[src/rtl/qtrm_pkg.sv]
`timescale 1ns / 1ps
`default_nettype none
// ----------------------------------------------------------------------------
// qtrm_pkg
// shared types and constants for the quaternion to rotation matrix pipeline
// ----------------------------------------------------------------------------
package qtrm_pkg;

   localparam int COMPONENT_WIDTH_DEF = 16;
   localparam int FRACTION_BITS_DEF   = 14;
   localparam int FIELD_WIDTH         = 16;
   localparam int MAT_WIDTH           = 16;
   localparam int ENTRIES             = 9;

   typedef struct packed {
      logic signed [FIELD_WIDTH-1:0] comp_x;
      logic signed [FIELD_WIDTH-1:0] comp_y;
      logic signed [FIELD_WIDTH-1:0] comp_z;
      logic signed [FIELD_WIDTH-1:0] comp_w;
   } req_word_type;

   typedef struct packed {
      logic signed [MAT_WIDTH-1:0] m00;
      logic signed [MAT_WIDTH-1:0] m01;
      logic signed [MAT_WIDTH-1:0] m02;
      logic signed [MAT_WIDTH-1:0] m10;
      logic signed [MAT_WIDTH-1:0] m11;
      logic signed [MAT_WIDTH-1:0] m12;
      logic signed [MAT_WIDTH-1:0] m20;
      logic signed [MAT_WIDTH-1:0] m21;
      logic signed [MAT_WIDTH-1:0] m22;
      logic                        zero_norm;
   } rsp_word_type;

   // control that rides along each divider cell
   typedef struct packed {
      logic               valid;
      logic               zero;
      logic [ENTRIES-1:0] sign;
   } ctl_type;

endpackage
`default_nettype wire

[src/rtl/qtrm_cell.sv]
`timescale 1ns / 1ps
`default_nettype none
// ----------------------------------------------------------------------------
// qtrm_cell
// one restoring division step for all nine entries
// ----------------------------------------------------------------------------
module qtrm_cell import qtrm_pkg::*; #(
   parameter int COMPONENT_WIDTH = COMPONENT_WIDTH_DEF,
   parameter int FRACTION_BITS   = FRACTION_BITS_DEF
) (
   input  wire                                        clock,
   input  wire                                        reset,
   input  ctl_type                                    ctl_in,
   input  wire  [2*COMPONENT_WIDTH:0]                 d_in,
   input  wire  [ENTRIES-1:0][2*COMPONENT_WIDTH:0]    r_in,
   input  wire  [ENTRIES-1:0][FRACTION_BITS+1:0]      q_in,
   output ctl_type                                    ctl_ff,
   output logic [2*COMPONENT_WIDTH:0]                 d_ff,
   output logic [ENTRIES-1:0][2*COMPONENT_WIDTH:0]    r_ff,
   output logic [ENTRIES-1:0][FRACTION_BITS+1:0]      q_ff
);

   localparam int DW = 2*COMPONENT_WIDTH+1;
   localparam int QW = FRACTION_BITS+2;

   logic [ENTRIES-1:0][DW:0]   t;
   logic [ENTRIES-1:0][DW:0]   diff;
   logic [ENTRIES-1:0]         ge;
   logic [ENTRIES-1:0][DW-1:0] r_in_next;
   logic [ENTRIES-1:0][QW-1:0] q_in_next;

   always_comb begin
      for (int i = 0; i < ENTRIES; i++) begin
         t[i]         = {r_in[i], 1'b0};
         ge[i]        = t[i] >= {1'b0, d_in};
         diff[i]      = t[i] - {1'b0, d_in};
         r_in_next[i] = ge[i] ? diff[i][DW-1:0] : t[i][DW-1:0];
         q_in_next[i] = {q_in[i][QW-2:0], ge[i]};
      end
   end

   always_ff @(posedge clock) begin
      if (reset) begin
         ctl_ff.valid <= 1'b0;
      end else begin
         ctl_ff.valid <= ctl_in.valid;
      end
      ctl_ff.zero <= ctl_in.zero;
      ctl_ff.sign <= ctl_in.sign;
      d_ff <= d_in;
      r_ff <= r_in_next;
      q_ff <= q_in_next;
   end

endmodule
`default_nettype wire

[config.mk]
export PLATFORM = sky130hd
export DESIGN_NAME = qtrm_cell
export DESIGN_NICKNAME = d
export VERILOG_FILES = /design/src/rtl/qtrm_pkg.sv /design/src/rtl/qtrm_cell.sv
export SDC_FILE = /design/constraint.sdc
export NUM_CORES = 1
export LEC_CHECK = 0
export BUFFER_PORTS_ARGS = -buffer_cell sky130_fd_sc_hd__buf_2
export CORE_AREA = 2 2 379 381
export DETAILED_ROUTE_END_ITERATION = 8
export DIE_AREA = 0 0 381 383
export GPL_ROUTABILITY_DRIVEN = 0
export PLACE_DENSITY = 0.4
export SLEW_MARGIN = 40
export SYNTH_ARGS = -nofsm -noshare
export SYNTH_HDL_FRONTEND = slang
export SYNTH_SLANG_ARGS = --single-unit
[constraint.sdc]
create_clock -name clock -period 3.8 [get_ports clock]
set_clock_uncertainty 0.2 [all_clocks]
set_input_delay 0.19 -clock clock [delete_from_list [all_inputs] [get_ports clock]]
set_output_delay 0.19 -clock clock [all_outputs]
set_load 0.01 [all_outputs]
==> summary.md <==
The run finished with clean final reports. The logs give 5836 for the net count of the finished layout and 0 for the total of endpoints with negative setup slack in the final report. The total power density per cell area was 420.9 nW/um2; the relative slew slack was 0.4901.

STA classifies the critical path endpoint as a register. The first routing iteration left 1521 violations. For the sequential element share of the synthesized area, the log shows 0.3479. Total count of max-transition violations in the final report: 0. The placed instances occupy a cell area of 37230 um2.

In the final layout, the multi-input gates occupy 17570 um2. For the pin with the worst max-slew slack, the measured transition is 0.7637 ns. The final period demand of the worst path works out to 3.737 ns. The floorplan step defined a core boundary enclosing 142300 um2. After detailed routing, the average wire length per cell comes to 22.29 um.

The logs give 46610 um2 for the final non-filler cell area and 216.9 mm for the global-route wire length before repair. Synthesis produced a netlist with a net count of 3933. The tools report the post-detailed-route DRC marker count as 0.

Global routing finished with a remaining overflow of 0. The cell area that synthesis handed to floorplanning was 27910 um2. Input and output buffers added on the ports amount to 962.

Across the whole layout, storage elements account for 9709 um2. Dividing the detail-routed via count by the number of cells gives 4.454. The classification of the worst-slack hold path is in -> reg. The most used flip-flop cell after synthesis is sky130_fd_sc_hd__dfxtp_1.

CTS saw 485 sinks. STA puts the critical path data required time at 4.15 ns. The arrival time reported for the critical path endpoint was 4.09 ns; the number of endpoints with negative hold slack in the final report was 0.

In the synthesized netlist, the number of instances is 3140. The effective utilization at floorplan came out at 0.1962. The logs give 267.6 MHz for the maximum clock frequency and 123.5 mm for the post-detailed-placement half-perimeter wirelength.

Count of placed standard cells in the final layout, fillers left out: 7011. The netlist uses 82 different library cells. Power comes to 0.01962 W. The run gives 3 as the worst-case clock buffer depth. The via count of the first global-routing pass is 31500, and the synthesis-stage register bit count is 485. Including well taps, the total number of placed cells is 6192.

Of all nets on the critical path, the largest fanout is 9. For the peak supply drop, the log shows 0.4220 mV. The aggregate negative setup slack came out at 0 ns. Entering global routing, the biggest net connects 43 pins. The number of antenna violations at the first check in global routing was 48; the count of synthesis-stage warnings from yosys was 0.

Averaged over all synthesized cells, the footprint is 8.887 um2. The ratio of final minimum period to clock period is 0.9835. The worst setup path is of the in -> reg kind. The clock buffer count from CTS is 68. The number of detailed-route iterations in the first pass was 5; the count of maximum capacitance violations was 0. CTS built an H-tree with a depth of 3. The share of synthesized flip-flops with an asynchronous set or reset was 0; the die outline width was 381 um. After floorplanning, the core was divided into 139 placement rows.

For the area of the die, the log shows 145900 um2. The root buffer cell chosen for the clock tree is sky130_fd_sc_hd__clkbuf_16. The run gives 0.2053 as the global router's overall resource usage.

The ratio of cells with drive above 1 in the final layout is 0.3033. After filler insertion, the fill cell instance count of the layout stands at 14860. Counting flops with a built-in enable in the synthesized netlist gives 0. The residual antenna-violating net count after detailed routing is 0, and the vertical die dimension is 383 um. The nature of the critical path startpoint is a primary input. Wires add up to 156.3 mm. The total via count after detailed routing came out at 31230.

The area overhead of the layout relative to synthesis is 67.02%, and the static leakage power is 21.55 nW. The run gives 972 as the count of pins on the block boundary. Clock-pin slew was measured on the worst setup and hold paths at 0.06 ns. TritonCTS built the clock tree.
## critical path: stages
cell and delay [ns]:
sky130_fd_sc_hd__buf_2 0.13, sky130_fd_sc_hd__buf_12 0.15, sky130_fd_sc_hd__buf_4 0.12, sky130_fd_sc_hd__dlygate4sd3_1 0.59, sky130_fd_sc_hd__fa_1 0.48, sky130_fd_sc_hd__nor2b_2 0.15
sky130_fd_sc_hd__o31a_2 0.18, sky130_fd_sc_hd__o21ai_2 0.10, sky130_fd_sc_hd__o211a_1 0.24, sky130_fd_sc_hd__o41a_1 0.36, sky130_fd_sc_hd__o21bai_2 0.19, sky130_fd_sc_hd__a21oi_2 0.12
sky130_fd_sc_hd__o31ai_4 0.46, sky130_fd_sc_hd__clkbuf_16 0.27, sky130_fd_sc_hd__mux2_2 0.33
## power by group
group          switching (W)  internal (W)  leakage [nW]
combinational        0.00359       0.00309          16.3
sequential          0.000320       0.00588          4.09
clock                0.00272       0.00401          1.14
## metal layers
metal	wire [um]	vias to the layer above	global-route usage
li1	-	15200	-
met1	59810	14670	0.2243
met2	79970	1077	0.3800
met3	8409	276	0.03937
met4	8000	12	0.09501
met5	69	-	0
## through the flow
step / hold slack (ns) / setup WS [ns] / util
floorplan: 0.01772 / 0.6029 / -
global placement: 0.09262 / -0.09039 / 0.2617
detailed placement: 0.09360 / -0.09400 / 0.2617
CTS: -0.3587 / 0.008681 / 0.3248
global route: 0.009365 / -0.01471 / 0.3275
finish: 0.04811 / 0.06269 / 0.3276
## cells by family after synthesis
family,count (synthesis),synth area share
compound gates,1009,0.2236
xor+xnor,259,0.08129
fa+ha+maj,306,0.1396
buf+inv,187,0.02789
flops,485,0.3479
mux,116,0.05008
simple gates,778,0.1295
## cells in the final DEF (no fill, tap or decap), types with 10 or more instances in the layout
cell / instances
sky130_fd_sc_hd__buf_2: 962
sky130_fd_sc_hd__dlygate4sd3_1: 663
sky130_fd_sc_hd__dfxtp_1: 485
sky130_fd_sc_hd__a21oi_1: 427
sky130_fd_sc_hd__ha_1: 297
sky130_fd_sc_hd__nor2_1: 284
sky130_fd_sc_hd__buf_4: 248
sky130_fd_sc_hd__nand2_1: 186
sky130_fd_sc_hd__xnor2_1: 165
sky130_fd_sc_hd__o21ai_0: 161
sky130_fd_sc_hd__a21o_1: 116
sky130_fd_sc_hd__xor2_1: 94
sky130_fd_sc_hd__inv_1: 88
sky130_fd_sc_hd__mux2_2: 87
sky130_fd_sc_hd__clkbuf_16: 71
sky130_fd_sc_hd__nand3_1: 59
sky130_fd_sc_hd__o21bai_1: 48
sky130_fd_sc_hd__nand4_1: 47
sky130_fd_sc_hd__o21a_1: 42
sky130_fd_sc_hd__nor2b_1: 37
sky130_fd_sc_hd__buf_12: 37
sky130_fd_sc_hd__nor3_1: 32
sky130_fd_sc_hd__nand2b_1: 28
sky130_fd_sc_hd__o211ai_1: 27
sky130_fd_sc_hd__and2_1: 26
sky130_fd_sc_hd__mux2_4: 25
sky130_fd_sc_hd__and3_1: 21
sky130_fd_sc_hd__a31oi_1: 21
sky130_fd_sc_hd__a211oi_1: 17
sky130_fd_sc_hd__diode_2: 14
sky130_fd_sc_hd__o31a_1: 12
sky130_fd_sc_hd__or3_1: 10
sky130_fd_sc_hd__a211o_1: 10
sky130_fd_sc_hd__a2111oi_0: 10
sky130_fd_sc_hd__or2_2: 10
sky130_fd_sc_hd__a21boi_0: 10
sky130_fd_sc_hd__o21ai_1: 10
sky130_fd_sc_hd__clkbuf_8: 10
## state kept, by name (all words and copies together) (netlist names)
| name | count |
|---|---|
| r_ff | 297 |
| q_ff | 144 |
| d_ff | 33 |
| ctl_ff | 11 |
## cells in the mapped netlist, types with 6 or more instances
cell	n	share of area
sky130_fd_sc_hd__mux2_2	87	0.035
sky130_fd_sc_hd__o21ai_0	163	0.029
sky130_fd_sc_hd__a211oi_1	17	0.0046
sky130_fd_sc_hd__o31a_1	12	0.0038
sky130_fd_sc_hd__mux2_4	25	0.013
sky130_fd_sc_hd__o31ai_1	10	0.0027
sky130_fd_sc_hd__ha_1	297	0.13
sky130_fd_sc_hd__or3_1	10	0.0022
sky130_fd_sc_hd__a21boi_0	11	0.0030
sky130_fd_sc_hd__or4_1	6	0.0016
sky130_fd_sc_hd__clkbuf_1	48	0.0065
sky130_fd_sc_hd__o211ai_1	27	0.0073
sky130_fd_sc_hd__o21a_1	42	0.011
sky130_fd_sc_hd__xor2_1	94	0.030
sky130_fd_sc_hd__o21ai_1	13	0.0023
sky130_fd_sc_hd__nand2b_1	28	0.0063
sky130_fd_sc_hd__nor3_1	32	0.0057
sky130_fd_sc_hd__and4_1	6	0.0019
sky130_fd_sc_hd__nor2b_1	40	0.0090
sky130_fd_sc_hd__nand2_1	188	0.025
sky130_fd_sc_hd__a21oi_1	430	0.077
sky130_fd_sc_hd__xnor2_1	165	0.052
sky130_fd_sc_hd__nand3_1	60	0.011
sky130_fd_sc_hd__and3_1	22	0.0049
sky130_fd_sc_hd__dfxtp_1	485	0.35
sky130_fd_sc_hd__nor4_1	6	0.0013
sky130_fd_sc_hd__o21bai_1	48	0.013
sky130_fd_sc_hd__and2_1	26	0.0058
sky130_fd_sc_hd__buf_2	22	0.0039
sky130_fd_sc_hd__nand4_1	47	0.011
sky130_fd_sc_hd__a41oi_1	7	0.0022
sky130_fd_sc_hd__o41ai_1	7	0.0022
sky130_fd_sc_hd__fa_1	9	0.0065
sky130_fd_sc_hd__nor2_1	284	0.038
sky130_fd_sc_hd__a211o_1	12	0.0038
sky130_fd_sc_hd__a2111oi_0	10	0.0031
sky130_fd_sc_hd__or2_2	10	0.0022
sky130_fd_sc_hd__a21o_1	116	0.031
sky130_fd_sc_hd__a31oi_1	21	0.0047
sky130_fd_sc_hd__inv_1	105	0.014
## worst paths after layout
| kind | startpoint | to | depth (start not counted) |
|---|---|---|---|
| setup / recovery | d_in[0] | r_ff[80] | 15 |
| hold / removal | q_in[98] | q_ff[99] | 2 |
## cell type report
| class | count | area share |
|---|---|---|
| Clock inverter | 35 | 0.01025 |
| Antenna cell | 14 | 0.0007517 |
| Inverter | 105 | 0.008886 |
| Timing Repair Buffer | 1915 | 0.3037 |
| Clock buffer | 86 | 0.04011 |
| Tap cell | 1903 | 0.05109 |
| Sequential cell | 485 | 0.2083 |
| Multi-Input combinational cell | 2468 | 0.3769 |
## what timing repair did
action | 4_1_cts | 5_1_grt
hold buffers | 663 | 2
hold endpoints to repair | 484 | 2
resized for setup | 0 | 35
endpoints found under the setup margin | 0 | 103
setup buffers | 0 | 16
No activity file was read; power rests on OpenSTA's default activity.
