$ cat config.mk
export PLATFORM = sky130hd
export DESIGN_NAME = qtrm_back
export DESIGN_NICKNAME = d
export VERILOG_FILES = /design/src/rtl/qtrm_pkg.sv /design/src/rtl/qtrm_back.sv
export SDC_FILE = /design/constraint.sdc
export NUM_CORES = 1
export LEC_CHECK = 0
export BUFFER_PORTS_ARGS = -buffer_cell sky130_fd_sc_hd__buf_2
export CAP_MARGIN = 20
export CORE_MARGIN = 8
export CORE_UTILIZATION = 24
export CTS_CLUSTER_SIZE = 10
export DETAILED_ROUTE_END_ITERATION = 16
export PLACE_DENSITY = 0.41
export SYNTH_ARGS = -nofsm -noshare
export SYNTH_HDL_FRONTEND = slang
export SYNTH_SLANG_ARGS = --single-unit
$ cat constraint.sdc
create_clock -name clock -period 9.4 [get_ports clock]
set_input_delay 0.47 -clock clock [delete_from_list [all_inputs] [get_ports clock]]
set_output_delay 0.47 -clock clock [all_outputs]
set_load 0.01 [all_outputs]
$ cat src/rtl/qtrm_pkg.sv
`timescale 1ns / 1ps
`default_nettype none
// ----------------------------------------------------------------------------
// qtrm_pkg
// shared types and constants for the quaternion to rotation matrix pipeline
// ----------------------------------------------------------------------------
package qtrm_pkg;

   localparam int COMPONENT_WIDTH_DEF = 16;
   localparam int FRACTION_BITS_DEF   = 14;
   localparam int FIELD_WIDTH         = 16;
   localparam int MAT_WIDTH           = 16;
   localparam int ENTRIES             = 9;

   typedef struct packed {
      logic signed [FIELD_WIDTH-1:0] comp_x;
      logic signed [FIELD_WIDTH-1:0] comp_y;
      logic signed [FIELD_WIDTH-1:0] comp_z;
      logic signed [FIELD_WIDTH-1:0] comp_w;
   } req_word_type;

   typedef struct packed {
      logic signed [MAT_WIDTH-1:0] m00;
      logic signed [MAT_WIDTH-1:0] m01;
      logic signed [MAT_WIDTH-1:0] m02;
      logic signed [MAT_WIDTH-1:0] m10;
      logic signed [MAT_WIDTH-1:0] m11;
      logic signed [MAT_WIDTH-1:0] m12;
      logic signed [MAT_WIDTH-1:0] m20;
      logic signed [MAT_WIDTH-1:0] m21;
      logic signed [MAT_WIDTH-1:0] m22;
      logic                        zero_norm;
   } rsp_word_type;

   // control that rides along each divider cell
   typedef struct packed {
      logic               valid;
      logic               zero;
      logic [ENTRIES-1:0] sign;
   } ctl_type;

endpackage
`default_nettype wire

$ cat src/rtl/qtrm_back.sv
`timescale 1ns / 1ps
`default_nettype none
// ----------------------------------------------------------------------------
// qtrm_back
// rounding, sign, saturation and identity substitution for a zero norm
// ----------------------------------------------------------------------------
module qtrm_back import qtrm_pkg::*; #(
   parameter int FRACTION_BITS = FRACTION_BITS_DEF
) (
   input  wire                                   clock,
   input  wire                                   reset,
   input  ctl_type                               ctl_in,
   input  wire  [ENTRIES-1:0][FRACTION_BITS+1:0] q_in,
   output logic                                  rsp_strobe,
   output rsp_word_type                          rsp_word
);

   localparam int QW = FRACTION_BITS+2;
   localparam int SW = (QW > MAT_WIDTH+1) ? QW : MAT_WIDTH+1;
   localparam logic [SW-1:0] POS_MAX = SW'((1 << (MAT_WIDTH-1)) - 1);
   localparam logic [SW-1:0] NEG_MAX = SW'(1 << (MAT_WIDTH-1));
   localparam logic [SW-1:0] ONE_RAW = SW'(1) << FRACTION_BITS;
   localparam logic [SW-1:0] ONE_SAT = (ONE_RAW > POS_MAX) ? POS_MAX : ONE_RAW;

   logic [ENTRIES-1:0][QW:0]          qp;
   logic [ENTRIES-1:0][SW-1:0]        qe;
   logic [ENTRIES-1:0]                sg;
   logic [ENTRIES-1:0][MAT_WIDTH:0]   mg;
   logic [ENTRIES-1:0][MAT_WIDTH:0]   sv;
   logic [ENTRIES-1:0][MAT_WIDTH-1:0] m_in;
   logic                              rsp_strobe_ff;
   rsp_word_type                      rsp_word_ff;
   rsp_word_type                      rsp_word_in;

   always_comb begin
      for (int i = 0; i < ENTRIES; i++) begin
         qp[i] = ({1'b0, q_in[i]} + (QW+1)'(1)) >> 1;
         qe[i] = SW'(qp[i]);
         sg[i] = ctl_in.sign[i] && (qe[i] != '0);
         if (!sg[i] && qe[i] > POS_MAX) begin
            mg[i] = (MAT_WIDTH+1)'(POS_MAX);
         end else if (sg[i] && qe[i] > NEG_MAX) begin
            mg[i] = (MAT_WIDTH+1)'(NEG_MAX);
         end else begin
            mg[i] = qe[i][MAT_WIDTH:0];
         end
         sv[i] = sg[i] ? (MAT_WIDTH+1)'(-mg[i]) : mg[i];
         if (ctl_in.zero) begin
            m_in[i] = (i % 4 == 0) ? ONE_SAT[MAT_WIDTH-1:0] : '0;
         end else begin
            m_in[i] = sv[i][MAT_WIDTH-1:0];
         end
      end
      rsp_word_in.m00       = m_in[0];
      rsp_word_in.m01       = m_in[1];
      rsp_word_in.m02       = m_in[2];
      rsp_word_in.m10       = m_in[3];
      rsp_word_in.m11       = m_in[4];
      rsp_word_in.m12       = m_in[5];
      rsp_word_in.m20       = m_in[6];
      rsp_word_in.m21       = m_in[7];
      rsp_word_in.m22       = m_in[8];
      rsp_word_in.zero_norm = ctl_in.zero;
   end

   always_ff @(posedge clock) begin
      if (reset) begin
         rsp_strobe_ff <= 1'b0;
      end else begin
         rsp_strobe_ff <= ctl_in.valid;
      end
      rsp_word_ff <= rsp_word_in;
   end

   assign rsp_strobe = rsp_strobe_ff;
   assign rsp_word   = rsp_word_ff;

endmodule
`default_nettype wire
==> results of run 1 <==
-- metal layers --
layer,track usage,vias up,routed length (um)
met4,0.0579,2,1280
met3,0.0293,60,2780
li1,-,7265,-
met5,0,-,12
met2,0.261,410,24700
met1,0.203,7033,23900
-- registers in the layout (all words and copies together) (netlist names) --
register and flops:
rsp_word 145, rsp_strobe 1
-- cell type report --
type                    instances  area (um2)  area share
flip-flops and latches        146        2920       0.183
well taps                     756         946      0.0591
inverters                      30         113     0.00704
clock buffers                  21         460      0.0288
multi-input cells            1534        9880       0.617
diodes                          2        5.00    0.000313
repair buffers                307        1550      0.0969
clock inverters                11         128     0.00797
-- critical path, cell delays in order --
cell and delay, ns:
sky130_fd_sc_hd__buf_2 0.15, sky130_fd_sc_hd__nand4_2 0.37, sky130_fd_sc_hd__nor4_1 0.45, sky130_fd_sc_hd__xor2_1 0.25, sky130_fd_sc_hd__a2111o_2 0.19, sky130_fd_sc_hd__nor2_2 0.10, sky130_fd_sc_hd__nor2_1 0.22, sky130_fd_sc_hd__nor2b_1 0.10
sky130_fd_sc_hd__nor2_1 0.10, sky130_fd_sc_hd__ha_1 0.24, sky130_fd_sc_hd__nand2_1 0.12, sky130_fd_sc_hd__nor3b_1 0.34, sky130_fd_sc_hd__nand2_1 0.15, sky130_fd_sc_hd__o41ai_1 0.44, sky130_fd_sc_hd__a21oi_1 0.15, sky130_fd_sc_hd__mux2_1 0.33
-- cell usage after synthesis (17+ instances only) --
cell	n
sky130_fd_sc_hd__nor2_1	190
sky130_fd_sc_hd__nand2_1	154
sky130_fd_sc_hd__dfxtp_1	146
sky130_fd_sc_hd__xnor2_1	120
sky130_fd_sc_hd__a21oi_1	92
sky130_fd_sc_hd__nor3_1	86
sky130_fd_sc_hd__nand3_1	85
sky130_fd_sc_hd__o21ai_0	73
sky130_fd_sc_hd__xor2_1	70
sky130_fd_sc_hd__buf_2	67
sky130_fd_sc_hd__a211oi_1	54
sky130_fd_sc_hd__clkbuf_1	51
sky130_fd_sc_hd__nor4_1	49
sky130_fd_sc_hd__nand4_1	47
sky130_fd_sc_hd__and3_1	43
sky130_fd_sc_hd__a31oi_1	32
sky130_fd_sc_hd__inv_1	30
sky130_fd_sc_hd__and2_1	26
sky130_fd_sc_hd__or3_1	25
sky130_fd_sc_hd__a311oi_1	22
sky130_fd_sc_hd__o211ai_1	19
sky130_fd_sc_hd__or4_1	19
sky130_fd_sc_hd__ha_1	18
sky130_fd_sc_hd__or2_2	17
-- final timing paths --
kind	from	endpoint	depth (start not counted)
min	reset	rsp_strobe	2
max	q_in[68]	rsp_word[79]	16
-- stage by stage --
stage / setup WS (ns) / power [mW] / area (um2) / util / std cells
finish: 5.59 / 1.91 / 16000 / 0.286 / 2807
global route: 5.14 / 2.03 / 16000 / 0.285 / 2806
CTS: 5.71 / 1.96 / 16000 / 0.285 / 2803
detailed placement: 5.16 / 1.22 / 15400 / 0.275 / 2771
global placement: 5.19 / 1.22 / 15400 / 0.275 / 2771
floorplan: 5.86 / 1.03 / 13500 / - / 1841
-- report_power, final --
group	internal [mW]	total, mW	leakage [nW]	switching [mW]
combinational	0.191	0.522	4.60	0.331
clock	0.404	0.708	0.268	0.304
sequential	0.668	0.685	1.22	0.0163
total	1.26	1.91	6.09	0.651
-- cell families (layout without fill, tap and decap cells) --
logic type	after synthesis	after routing	share of synthesized area
XOR/XNOR	190	190	0.123
AO/OA/AOI/OAI	472	472	0.248
flip-flops	146	146	0.216
other	0	2	0
multiplexers	21	21	0.0160
buffers and inverters	161	369	0.0535
adder cells (fa/ha/maj)	18	18	0.0167
AND/OR/NAND/NOR	833	833	0.327
==> PnR_summary.wiki, run 1 <==
{| class="wikitable"
! Metric !! Value
|-
| Result of the run || complete, no violations
|-
| Count of hold buffers inserted by post-cts repair || 0
|-
| Maximum number of pins on one net before global-route repair || 47
|-
| Worst min path class || in2reg
|-
| Number of clock sinks || 146
|-
| Die Span Y || 253 um
|-
| Worst ir drop on vdd || 146 uV
|-
| Number of search-and-repair iterations in the first detailed-routing pass || 5
|-
| Full die area || 64200 um2
|-
| Warning count from the yosys run || 0
|-
| LEAKAGE || 6.09 nW
|-
| Worst Hold Margin || 0.144 ns
|-
| Type of the worst setup path || in2reg
|-
| Inserted Clock Buffers || 17
|-
| Number of remaining DRC errors || 0
|-
| Worst setup EP type || register
|-
| Count of H-tree levels built during CTS || 4
|-
| Number of resized instances in the post-cts repair step || 0
|-
| Sequential element share of the synthesized area || 0.216
|-
| Ratio of final minimum period to clock period || 0.405
|-
| Worst Setup Start Kind || input port
|-
| Pwr per Cell Area || 120 nW/um2
|-
| Root Driver || sky130_fd_sc_hd__clkbuf_16
|-
| Wire length of the first global-routing pass || 81400 um
|-
| Area Growth Syn to Fin || 18.3%
|-
| Worst path required time || 9.77 ns
|-
| Average footprint of a synthesized cell || 7.35 um2
|-
| Clock tree from TritonCTS || built
|-
| Post-synthesis async set-or-reset flop share || 0
|-
| Hold Vio Cnt, Final || 0
|-
| Max-slew violations || 0
|-
| Number of buffers inserted by port buffering || 302
|-
| Syn_nets || 2016
|-
| Synthesized instance count || 1841
|-
| Largest driver fanout on the critical path || 12
|-
| Number of setup buffers added after CTS || 0
|-
| Number of enable-type register cells in the synthesized netlist || 0
|-
| Upper clock frequency limit || 262 MHz
|-
| Netlist area before placement || 13500 um2
|-
| Number of maximum-capacitance constraint violations || 0
|-
| Drt first-iter violations || 923
|-
| Average via count per standard cell || 5.26
|-
| Total wire length || 52600 um
|-
| Filler cell count in the final layout || 6173
|-
| Global route overflow || 0
|-
| Detailed Place HPWL || 41700 um
|-
| Share of final-layout standard cells stronger than drive strength 1 || 0.206
|-
| Primary FF master, synth || sky130_fd_sc_hd__dfxtp_1
|-
| Arrival time of data at the critical path endpoint || 4.18 ns
|-
| Setup violation total in the final timing report || 0
|-
| Effective utilization at floorplan || 0.241
|-
| Number of buffers between clock root and the deepest sink || 2
|-
| Area fraction of the dominant cell type after synthesis || 0.216
|-
| I/O pin count || 303
|-
| Number of antenna violations at the first check in global routing || 4
|-
| Unique masters post-synth || 93
|-
| Net total in the final layout || 2211
|-
| Final Critical Period || 3.81 ns
|-
| Worst-Margin Slew || 1.06 ns
|-
| Most frequent cells in the layout || 301 x sky130_fd_sc_hd__buf_2, 190 x sky130_fd_sc_hd__nor2_1, 154 x sky130_fd_sc_hd__nand2_1, 146 x sky130_fd_sc_hd__dfxtp_1, 120 x sky130_fd_sc_hd__xnor2_1
|-
| Die span in x || 253 um
|-
| Count of state elements after synthesis || 146
|-
| Final setup TNS || 0 ns
|-
| Tightest slew margin relative to the limit || 0.291
|-
| Site row count || 87
|-
| Main area contributors after synthesis || sky130_fd_sc_hd__dfxtp_1 22%, sky130_fd_sc_hd__xnor2_1 7.8%, sky130_fd_sc_hd__nor2_1 5.3%, sky130_fd_sc_hd__xor2_1 4.5%, sky130_fd_sc_hd__nand2_1 4.3%
|-
| Final Wtd Congestion || 0.854
|-
| Core Area || 56100 um2
|-
| Commonest non-fill, non-tap cell in the layout || sky130_fd_sc_hd__buf_2
|-
| Clock-pin slew of the registers on the worst-case setup and hold paths || 0.06 ns
|-
| Post-synth top area cell || sky130_fd_sc_hd__dfxtp_1
|-
| Vias in the first global route || 14200
|-
| Post-DR wirelength/cell || 18.8 um
|-
| Total number of vias || 14800
|-
| Unrepaired setup endpoints after global routing || false
|-
| Overall routing resource usage || 0.158
|-
| Final ANT Viol Nets || 0
|}
No activity file was read; power rests on OpenSTA's default activity.
==> run 2: changes to the inputs <==
--- a/config.mk
+++ b/config.mk
@@ -11,7 +11,7 @@
 export CORE_UTILIZATION = 24
 export CTS_CLUSTER_SIZE = 10
 export DETAILED_ROUTE_END_ITERATION = 16
-export PLACE_DENSITY = 0.41
+export PLACE_DENSITY = 0.42
 export SYNTH_ARGS = -nofsm -noshare
 export SYNTH_HDL_FRONTEND = slang
 export SYNTH_SLANG_ARGS = --single-unit
==> constraint.sdc (replaced) <==
create_clock -name clock -period 3.5 [get_ports clock]
set_input_delay 0.175 -clock clock [delete_from_list [all_inputs] [get_ports clock]]
set_output_delay 0.175 -clock clock [all_outputs]
set_load 0.01 [all_outputs]
==> run 2 against run 1 <==
Power rose to 2.7 times the previous value. Critical path depth did not move. Worst setup slack worse by 5.2 ns. First-iteration DRC count is 1.1% higher. Wire length is 3.0% higher. Largest power group unchanged.
==> PnR_summary.wiki, run 2 (same netlist as run 1, synthesis figures left out) <==
{| class="wikitable"
! Metric !! Value
|-
| Setup violation total in the final timing report || 0
|-
| Vias in the first global route || 14800
|-
| Arrival time of data at the critical path endpoint || 3.49 ns
|-
| I/O pin count || 303
|-
| Pwr per Cell Area || 308 nW/um2
|-
| Total number of vias || 15400
|-
| Filler cell count in the final layout || 6169
|-
| Root Driver || sky130_fd_sc_hd__clkbuf_16
|-
| Number of antenna violations at the first check in global routing || 3
|-
| Number of remaining DRC errors || 0
|-
| Clock-pin slew of the registers on the worst-case setup and hold paths || 0.07 ns
|-
| Die Span Y || 253 um
|-
| Ratio of final minimum period to clock period || 0.893
|-
| Largest delay share family, worst path || simple AND/OR/NAND/NOR gates
|-
| LEAKAGE || 6.71 nW
|-
| Detailed Place HPWL || 42900 um
|-
| Largest driver fanout on the critical path || 8
|-
| List of cells traversed by the critical path || buf_2, nand3_1, nor4_1, xor2_1, a2111o_2, nor2_2, nor2_1, nor2b_1, nor2_1, ha_1, nand2_1, nor3b_1, nand2_1, o41ai_1, a21oi_1, mux2_1
|-
| Number of setup buffers added after CTS || 0
|-
| Inserted Clock Buffers || 17
|-
| Average via count per standard cell || 5.24
|-
| Most frequent cells in the layout || 301 x sky130_fd_sc_hd__buf_2, 190 x sky130_fd_sc_hd__nor2_1, 154 x sky130_fd_sc_hd__nand2_1, 146 x sky130_fd_sc_hd__dfxtp_1, 127 x sky130_fd_sc_hd__buf_4
|-
| Net total in the final layout || 2337
|-
| Met1 Track Usage GR || 0.212
|-
| Worst Setup Start Kind || input port
|-
| Tightest slew margin relative to the limit || 0.327
|-
| Largest stage delay on the critical path || 0.42 ns
|-
| Area Growth Syn to Fin || 25.5%
|-
| Worst ir drop on vdd || 386 uV
|-
| Drt first-iter violations || 933
|-
| Number of maximum-capacitance constraint violations || 0
|-
| Worst-case setup slack after placement || -0.0512 ns
|-
| Total wire length || 54200 um
|-
| Core Area || 56100 um2
|-
| Maximum number of pins on one net before global-route repair || 129
|-
| Grt met3 use || 0.0339
|-
| Count of hold buffers inserted by post-cts repair || 4
|-
| Final ANT Viol Nets || 0
|-
| Depth of the critical timing path with buffers and inverters included || 16
|-
| Hold Vio Cnt, Final || 0
|-
| Upper clock frequency limit || 320 MHz
|-
| Hold Path End || rsp_word[133]
|-
| Full die area || 64200 um2
|-
| Count of H-tree levels built during CTS || 4
|-
| Hold path cells || 2
|-
| Post-DR wirelength/cell || 18.5 um
|-
| Number of clock sinks || 146
|-
| Power Total || 5.23 mW
|-
| Site row count || 87
|-
| Final Critical Period || 3.12 ns
|-
| Buffers plus inverters on the worst setup path || 1
|-
| Number of buffers inserted by port buffering || 302
|-
| Effective utilization at floorplan || 0.241
|-
| Number of resized instances in the post-cts repair step || 0
|-
| Overall routing resource usage || 0.163
|-
| Number of search-and-repair iterations in the first detailed-routing pass || 5
|-
| Layer with the highest usage after global routing || met2
|-
| Max-slew violations || 0
|-
| Result of the run || complete, no violations
|-
| Final Wtd Congestion || 0.869
|-
| Startpoint of the most critical hold path || ctl_in[0]
|-
| Unrepaired setup endpoints after global routing || false
|-
| Number of buffers between clock root and the deepest sink || 2
|-
| Global route overflow || 0
|-
| Global routing usage on met2 || 0.271
|-
| Clock tree from TritonCTS || built
|-
| Type of the worst setup path || in2reg
|-
| Worst setup EP type || register
|-
| Share of final-layout standard cells stronger than drive strength 1 || 0.251
|-
| Minimum setup slack in the final design || 0.375 ns
|-
| Crit-path slowest cell || sky130_fd_sc_hd__o41ai_1
|-
| Flip-flop count of the largest register, all copies and words added || 145
|-
| Commonest non-fill, non-tap cell in the layout || sky130_fd_sc_hd__buf_2
|-
| Die span in x || 253 um
|-
| Worst-Margin Slew || 1.01 ns
|-
| Worst path required time || 3.86 ns
|-
| Wire length of the first global-routing pass || 84400 um
|-
| Worst min path class || in2reg
|}
[run 2: cell count changes in the layout (fill, tap and decap cells not counted)]
| cell | delta |
|---|---|
| sky130_fd_sc_hd__dlygate4sd3_1 | +4 |
| sky130_fd_sc_hd__clkbuf_1 | -1 |
| sky130_fd_sc_hd__clkinvlp_4 | -2 |
| sky130_fd_sc_hd__clkinv_2 | +2 |
| sky130_fd_sc_hd__clkinv_4 | +1 |
| sky130_fd_sc_hd__buf_12 | +1 |
| sky130_fd_sc_hd__buf_4 | +121 |
| sky130_fd_sc_hd__diode_2 | -1 |
[run 2: how the worst max path moves through the flow]
stage | from | to | slack (ns)
2_1_floorplan | q_in[68] | rsp_word[79] | 0.25
3_3_place_gp | q_in[66] | rsp_word[79] | 0.02
3_5_place_dp | q_in[66] | rsp_word[79] | -0.05
4_1_cts | q_in[66] | rsp_word[79] | 0.49
5_1_grt | q_in[66] | rsp_word[79] | 0.09
6_report | q_in[66] | rsp_word[79] | 0.38
[run 2: report_power, final]
group | internal (mW) | switching (mW) | total (mW)
sequential | 1.79 | 0.0422 | 1.84
clock | 1.09 | 0.826 | 1.91
combinational | 0.568 | 0.913 | 1.48
[run 2: per-stage QoR]
stage	hold slack [ns]	instances	utilization	TNS [ns]	cell area, um2
floorplan	0.203	1841	-	0	13500
global placement	0.333	2895	0.292	0	16300
detailed placement	0.336	2895	0.292	-0.0512	16300
CTS	0.0173	2931	0.303	0	17000
global route	0.0457	2932	0.303	0	17000
finish	0.0817	2932	0.303	0	17000
[run 2: final cells by class]
class	instances	area [um2]	share of cell area
Sequential cell	146	2920	0.172
Antenna cell	1	2.50	0.000147
Inverter	30	113	0.00663
Timing Repair Buffer	433	2520	0.148
Tap cell	756	946	0.0557
Clock buffer	20	457	0.0269
Clock inverter	12	131	0.00774
Multi-Input combinational cell	1534	9880	0.582
[run 2: metal layers]
metal  vias up  part of all wire  routed length, um
met5         -           0.00035                 19
met4         4             0.013                732
met3        45             0.055               2980
met2       378              0.48              25800
met1      7402              0.46              24700
li1       7531                 -                  -
==> run 3: changes to the inputs <==
==> constraint.sdc (replaced) <==
create_clock -name clock -period 3.5 [get_ports clock]
set_input_delay 0.35 -clock clock [delete_from_list [all_inputs] [get_ports clock]]
set_output_delay 0.35 -clock clock [all_outputs]
set_load 0.005 [all_outputs]
==> run 3 against run 2 <==
Via count up 1.8%. Cell count up 2.8%. Flip-flop and latch count unchanged. Non-clock buffer count up 82. Global-route usage up 0.35 points. Core utilization up 1.2 points. Clock power up 11%. Maximum frequency down 0.81%. First-iteration DRC count up 24%. Clock-buffer cell count down 3. Wire length up 1.6%. Critical endpoint is now rsp_word[91]. Largest power group unchanged.
==> PnR_summary.wiki, run 3 (same netlist as run 1, synthesis figures left out) <==
{| class="wikitable"
! Metric !! Value
|-
| Result of the run || complete, no violations
|-
| Area Growth Syn to Fin || 30.4%
|-
| Most frequent cells in the layout || 301 x sky130_fd_sc_hd__buf_2, 213 x sky130_fd_sc_hd__buf_4, 190 x sky130_fd_sc_hd__nor2_1, 154 x sky130_fd_sc_hd__nand2_1, 146 x sky130_fd_sc_hd__dfxtp_1
|-
| Detailed Place HPWL || 44300 um
|-
| Switching power of the nets || 1.77 mW
|-
| Total wire length || 55100 um
|-
| Core Area || 56100 um2
|-
| Count of H-tree levels built during CTS || 4
|-
| Vias in the first global route || 15300
|-
| LEAKAGE || 7.13 nW
|-
| Power share of the clock group || 0.389
|-
| Pwr per Cell Area || 308 nW/um2
|-
| Final setup TNS || 0 ns
|-
| Clock tree from TritonCTS || built
|-
| Effective utilization at floorplan || 0.241
|-
| Share of power burned in registers || 0.338
|-
| Share of final-layout standard cells stronger than drive strength 1 || 0.280
|-
| Hold Vio Cnt, Final || 0
|-
| Site row count || 87
|-
| Worst ir drop on vdd || 426 uV
|-
| Drt first-iter violations || 1158
|-
| Average via count per standard cell || 5.19
|-
| Post-DR wirelength/cell || 18.3 um
|-
| Number of buffers inserted by port buffering || 302
|-
| Number of clock sinks || 146
|-
| Die span in x || 253 um
|-
| Clock-pin slew of the registers on the worst-case setup and hold paths || 0.07 ns
|-
| Worst Setup Start Kind || input port
|-
| Number of maximum-capacitance constraint violations || 0
|-
| Number of antenna violations at the first check in global routing || 3
|-
| Unrepaired setup endpoints after global routing || false
|-
| Largest delay share family, worst path || simple AND/OR/NAND/NOR gates
|-
| Final Critical Period || 3.15 ns
|-
| List of cells traversed by the critical path || buf_2, buf_4, nand3_1, nor4_1, buf_4, xor2_1, nor3_1, a211oi_4, nand2_1, a21oi_1, ha_1, and2_1, and3_1, and2_1, o211ai_2, a211oi_1, a311oi_1
|-
| Global route overflow || 0
|-
| Ratio of final minimum period to clock period || 0.900
|-
| Arrival time of data at the critical path endpoint || 3.49 ns
|-
| Crit-path slowest cell || sky130_fd_sc_hd__nor4_1
|-
| I/O pin count || 303
|-
| Number of buffers between clock root and the deepest sink || 2
|-
| Internal power summed over all cells || 3.67 mW
|-
| Total number of vias || 15600
|-
| Combinational share of power || 0.272
|-
| Worst-Margin Slew || 0.731 ns
|-
| Largest driver fanout on the critical path || 4
|-
| Root Driver || sky130_fd_sc_hd__clkbuf_16
|-
| Post-route insts no fill || 3015
|-
| Max-slew violations || 0
|-
| Upper clock frequency limit || 317 MHz
|-
| Final design utilization || 0.315
|-
| Buffers plus inverters on the worst setup path || 3
|-
| Overall routing resource usage || 0.167
|-
| Die Span Y || 253 um
|-
| Setup violation total in the final timing report || 0
|-
| Inserted Clock Buffers || 17
|-
| Maximum number of pins on one net before global-route repair || 49
|-
| Net total in the final layout || 2419
|-
| Largest stage delay on the critical path || 0.46 ns
|-
| Filler cell count in the final layout || 6105
|-
| Final ANT Viol Nets || 0
|-
| Full die area || 64200 um2
|-
| Placed cell count || 2980
|-
| Type of the worst setup path || in2reg
|-
| Worst setup EP type || register
|-
| Worst path required time || 3.84 ns
|-
| Multi-input logic area || 9880 um2
|-
| FF/Latch Area || 2920 um2
|-
| Switching portion of total power || 0.325
|-
| Worst min path class || in2reg
|-
| Wire length of the first global-routing pass || 86500 um
|-
| Commonest non-fill, non-tap cell in the layout || sky130_fd_sc_hd__buf_2
|-
| Power Total || 5.44 mW
|-
| Number of remaining DRC errors || 0
|-
| Flip-flop count of the largest register, all copies and words added || 145
|-
| Final Wtd Congestion || 0.897
|-
| Number of search-and-repair iterations in the first detailed-routing pass || 6
|-
| Tightest slew margin relative to the limit || 0.500
|}
==> run 3: cell types whose count changed in the layout (fill, tap and decap cells not counted) <==
cell	before	now
sky130_fd_sc_hd__clkinvlp_4	4	2
sky130_fd_sc_hd__buf_12	1	0
sky130_fd_sc_hd__bufinv_16	2	5
sky130_fd_sc_hd__inv_8	0	1
sky130_fd_sc_hd__dlygate4sd3_1	4	1
sky130_fd_sc_hd__clkbuf_8	2	0
sky130_fd_sc_hd__clkinv_4	1	3
sky130_fd_sc_hd__diode_2	1	2
sky130_fd_sc_hd__clkbuf_1	1	0
sky130_fd_sc_hd__clkinv_2	3	2
sky130_fd_sc_hd__buf_4	127	213
==> run 3: worst paths after layout <==
check,from,end,slack (ns),cells past startpoint
worst max-delay path,q_in[49],rsp_word[91],0.35,17
worst min-delay path,ctl_in[10],rsp_strobe,0.09,2
==> run 3: area by class of cell <==
cell class / instances / share of cell area
Clock inverter: 15 / 0.0131
Multi-Input combinational cell: 1534 / 0.560
Antenna cell: 2 / 0.000284
Sequential cell: 146 / 0.166
Timing Repair Buffer: 515 / 0.177
Clock buffer: 17 / 0.0241
Inverter: 30 / 0.00638
Tap cell: 756 / 0.0536
==> run 3: stage by stage <==
stage / hold slack (ns) / setup slack [ns] / instance area, um2
finish: 0.0900 / 0.350 / 17600
global route: 0.0675 / 0.101 / 17600
CTS: 0.0304 / 0.446 / 17600
detailed placement: 0.509 / -0.0995 / 17000
global placement: 0.507 / -0.0661 / 17000
floorplan: 0.378 / 0.0774 / 13500
==> run 3: power groups by stage <==
stage	clock, mW	combinational (mW)	sequential, mW
global route	2.31	1.63	1.85
floorplan	0	0.826	1.88
global placement	0	1.48	1.88
detailed placement	0	1.48	1.88
finish	2.12	1.48	1.84
CTS	2.25	1.49	1.84
==> run 3: repair_timing <==
item | CTS | global route
hold endpoints to repair | 1 | 0
resized for setup | 0 | 0
hold buffers | 1 | 0
buffers inserted | 0 | 0
==> run 3: layer usage <==
layer | wire [um] | part of all wire | vias up | track usage
met3 | 3050 | 0.055 | 64 | 0.0353
met4 | 1220 | 0.022 | 2 | 0.0580
met1 | 25300 | 0.46 | 7419 | 0.217
li1 | - | - | 7690 | -
met2 | 25500 | 0.46 | 460 | 0.271
met5 | 9 | 0.00016 | - | 0
